`config.mk`:
```
export PLATFORM = sky130hd
export DESIGN_NAME = cgnp_ctrl
export DESIGN_NICKNAME = d
export VERILOG_FILES = /design/src/rtl/cgnp_pkg.sv /design/src/rtl/cgnp_ctrl.sv
export SDC_FILE = /design/constraint.sdc
export NUM_CORES = 1
export LEC_CHECK = 0
export BUFFER_PORTS_ARGS = -buffer_cell sky130_fd_sc_hd__buf_2
export CAP_MARGIN = 25
export CORE_AREA = 2 2 39 41
export DETAILED_ROUTE_END_ITERATION = 8
export DIE_AREA = 0 0 41 43
export GPL_TIMING_DRIVEN = 0
export PLACE_DENSITY = 0.33
export REMOVE_ABC_BUFFERS = 1
export SLEW_MARGIN = 15
export SYNTH_ARGS = -nofsm -noshare
export SYNTH_HDL_FRONTEND = slang
export SYNTH_SLANG_ARGS = --single-unit
```
`constraint.sdc`:
```
create_clock -name clock -period 1.3 [get_ports clock]
set_input_delay 0 -clock clock [delete_from_list [all_inputs] [get_ports clock]]
set_output_delay 0 -clock clock [all_outputs]
set_load 0.005 [all_outputs]
```
`src/rtl/cgnp_pkg.sv`:
```
// Shared constants and controller/datapath interface types for the near-pair finder.
`timescale 1ns / 1ps

package cgnp_pkg;

   localparam int POINT_CAPACITY     = 4096;
   localparam int NUM_GROUPS         = 8;
   localparam int MAX_HITS_PER_POINT = 16;

   localparam int ADDR_W   = $clog2(POINT_CAPACITY);
   localparam int COUNT_W  = $clog2(POINT_CAPACITY + 1);
   localparam int HIT_W    = $clog2(MAX_HITS_PER_POINT + 1);
   localparam int GROUP_W  = 3;
   localparam int COORD_W  = 32;
   localparam int DIST_W   = 16;
   localparam int SQ_W     = 2 * DIST_W;

   localparam logic OP_INSERT = 1'b0;
   localparam logic OP_CLEAR  = 1'b1;

   localparam int CSR_DATA_W = 32;
   localparam int CSR_ADDR_W = 3;
   localparam logic CSR_IDX_CLOSE_DISTANCE = 1'b0;

   localparam logic [DIST_W-1:0] CLOSE_DISTANCE_RESET = DIST_W'(1678);

   typedef struct packed {
      logic             valid;
      logic             is_match;
      logic [GROUP_W-1:0] group_low;
      logic [GROUP_W-1:0] group_high;
      logic [COORD_W-1:0] mid_x;
      logic [COORD_W-1:0] mid_y;
      logic             hits_dropped;
      logic             store_full;
      logic             last;
   } result_type;

   typedef struct packed {
      logic load;
      logic issue;
      logic close;
   } dp_cmd_type;

   typedef struct packed {
      logic skip;
      logic scan_done;
      logic pipe_busy;
   } dp_stat_type;

endpackage

```
`src/rtl/cgnp_ctrl.sv`:
```
// Controller state machine: sequences load, store scan, pipeline drain and closing transaction.
`timescale 1ns / 1ps

module cgnp_ctrl (
   input  logic                  clock,
   input  logic                  reset,
   input  logic                  start,
   output logic                  busy,
   input  cgnp_pkg::dp_stat_type stat,
   output cgnp_pkg::dp_cmd_type  cmd
);

   typedef enum logic [3:0] {
      ST_IDLE  = 4'b0001,
      ST_SCAN  = 4'b0010,
      ST_DRAIN = 4'b0100,
      ST_CLOSE = 4'b1000
   } state_type;

   state_type state_ff, state_in;

   always_comb begin
      state_in  = state_ff;
      cmd.load  = 1'b0;
      cmd.issue = 1'b0;
      cmd.close = 1'b0;
      unique case (state_ff)
         ST_IDLE: begin
            if (start) begin
               cmd.load = 1'b1;
               state_in = ST_SCAN;
            end
         end
         ST_SCAN: begin
            if (stat.skip) begin
               state_in = ST_CLOSE;
            end else if (stat.scan_done) begin
               state_in = ST_DRAIN;
            end else begin
               cmd.issue = 1'b1;
            end
         end
         ST_DRAIN: begin
            if (!stat.pipe_busy) state_in = ST_CLOSE;
         end
         ST_CLOSE: begin
            cmd.close = 1'b1;
            state_in  = ST_IDLE;
         end
         default: state_in = ST_IDLE;
      endcase
   end

   always_ff @(posedge clock) begin
      if (reset) state_ff <= ST_IDLE;
      else       state_ff <= state_in;
   end

   assign busy = (state_ff != ST_IDLE);

endmodule

```
==> metrics.md <==
| Metric | Value |
|---|---|
| Status | finished, final reports clean |
| Final hold vios | 0 |
| Reg power frac | 41.1% |
| Total gr overflow | 0 |
| Htree depth | 1 |
| Tightest Pin Transition | 0.263 ns |
| Syn avg cell area | 8.42 um^2 |
| Fin util | 22.9% |
| DR WL/cell | 9.25 um |
| Clock latency on the worst-skew pair | 0.23 ns |
| Mapped cell area | 219 um^2 |
| Clock group share of total power | 44.3% |
| FILL cells | 151 |
| Clk root buf | clkbuf_4 |
| Max-slew violations | 0 |
| Post-synth cell types | 15 |
| Residual DRC | 0 |
| Placed instance area | 284 um^2 |
| Final HPWL DP | 420 um |
| RSZ-0062 raised after global routing | no |
| Hold Slack | 0.0465 ns |
| Clk_skew | 0.00271 ns |
| Nets@finish | 47 |
| Crit path arrival time | 1.11 ns |
| CP Data Required Time | 1.30 ns |
| Sw power | 72.3 uW |
| Switching Share | 21.9% |
| Final std cells w/o fill | 55 |
| Core area | 0.00138 mm^2 |
| CTS buffer count | 3 |
| Worst R2R Setup Slack | 0.25 ns |
| FMAX | 898 MHz |
| Final wirelength | 509 um |
| Yosys reg bits | 4 |
| Largest net degree at the start of global routing | 8 |
| GRT Total Usage | 7.83% |
| Remaining antenna violation count | 0 |
| Max FO, Critical Path | 7 |
| Placer Congestion | 0.684 |
| Post-Synthesis Cells | 26 |
| Initial Util | 15.8% |
| Maximum vdd drop | 0.338 mV |
| Synthesis-to-layout area growth | 44.6% |
| Die Span Y | 43 um |
| Post-synth top area share | 36.6% |
| Hold Path Class | in2reg |
| N_diodes | 0 |
| Worst setup SP type | flip-flop |
| Worst relative slew slack | 82.2% |
| CTS tree | yes |
| Final worst path period share | 85.6% |
| Reg clk slew, reported paths | 0.03 ns |
| Die area | 0.00176 mm^2 |
| # rows | 14 |
| Ys Warns | 0 |
| Cell taking the most area after synthesis | dfxtp_1 |
| Final Setup Violations | 0 |
| Pwr dens | 1040 mW/mm^2 |
| Final instance area | 317 um^2 |
| Max reg flops | 4 |
| Synth top area cells | dfxtp_1 37%, nand4b_1 8.0%, nand3_1 6.9% |
| Static leakage | 0.000156 uW |
| Via/cell ratio | 4.22 |
| Initial DRC Count | 0 |
| Setup TNS | 0 ns |
| Commonest cells after routing, fill and taps aside | 9 x buf_2, 4 x dfxtp_1 |
| Largest Register | state_ff |
| Clock Sinks | 4 |
| Largest regs | state_ff: 4 flops |
| Cell internal pwr | 257 uW |
| First-pass iteration count of the detailed router | 1 |
| PortBufs | 9 |
| Most common cell after layout, fill and taps aside | buf_2 |
| Final Critical Period | 1.11 ns |
| Logic pwr share | 14.6% |
| Placed insts | 51 |
| # IOs | 10 |
| Seq/Total Area, Yosys | 36.6% |
| Post-CTS Setup Bufs | 0 |
| CTS Buffer Depth | 2 |
| Vias in the first global route | 213 |
| Crit end category | output port |
| Critical path class | reg2out |
| Max cap viols | 0 |
| Share of cells above drive strength 1 | 35.9% |
| Initial antenna violation count | 0 |
| Global-route wire length before repair | 883 um |
| Routed vias | 232 |
| Die X | 41 um |
==> worst paths after layout <==
kind | start | to | depth (start not counted)
max | state_ff[0]$_SDFFE_PP1P_ | cmd[1] | 4
min | stat[0] | state_ff[2]$_SDFFE_PP0P_ | 3
max reg2reg | state_ff[2]$_SDFFE_PP0P_ | state_ff[0]$_SDFFE_PP1P_ | 3
min reg2reg | state_ff[3]$_SDFFE_PP0P_ | state_ff[3]$_SDFFE_PP0P_ | 1
==> per-stage QoR <==
stage / worst slack (ns) / power, uW
final: 0.187 / 329
after global routing: 0.0587 / 352
after floorplan: 0.295 / 161
after global placement: 0.232 / 184
after detailed placement: 0.254 / 184
after CTS: 0.168 / 341
==> power groups by stage <==
stage,Sequential (uW),Clock [uW],Combinational (uW)
final,135,146,48.0
after global placement,137,0,46.1
after CTS,135,157,48.8
after floorplan,136,0,25.5
after global routing,137,160,55.2
after detailed placement,137,0,46.4
==> kinds of logic after synthesis <==
logic type,after synthesis,share of synthesized area (%)
DFF,4,36.6
AOI/OAI and AO/OA,6,19.4
buffers and inverters,3,5.14
and+or+nand+nor,13,38.9
==> synth_stat cells, drive strengths merged <==
cell	number
a211o	1
and2b	1
a22oi	1
a21oi	2
a31o	1
dfxtp	4
nor4b	1
nor2	3
nand3b	1
nor4	1
nand3	3
nand4b	2
nor2b	1
o21bai	1
inv	3
==> what timing repair did <==
item | in CTS | in global routing
gates resized for setup | 0 | 0
endpoints found under the hold margin | 2 | 0
hold buffers | 1 | 0
==> routing by layer <==
metal  wire, um  part of all wire, %  vias to the layer above  track usage, %
li1           -                    -                      123               -
met1        240                   47                      102            8.68
met2        230                   45                        5            10.3
met3         33                  6.5                        2            4.71
met4          5                 0.98                        0            6.00
met5          0                    0                        -               0
==> critical path: stages, from the launching register on <==
cell     delay, ns
dfxtp_1       0.35
nor2_1        0.22
nand3_1       0.14
inv_1         0.07
buf_2         0.10
==> area by class of cell <==
| cell class | instances | area, um^2 | share of cell area (%) |
|---|---|---|---|
| clock buffers | 3 | 22.5 | 7.11 |
| inverters | 3 | 11.3 | 3.56 |
| multi-input cells | 19 | 128 | 40.3 |
| flip-flops and latches | 4 | 80.1 | 25.3 |
| well taps | 16 | 20.0 | 6.32 |
| repair buffers | 10 | 55.1 | 17.4 |
Power figures use the tool's default switching activity.
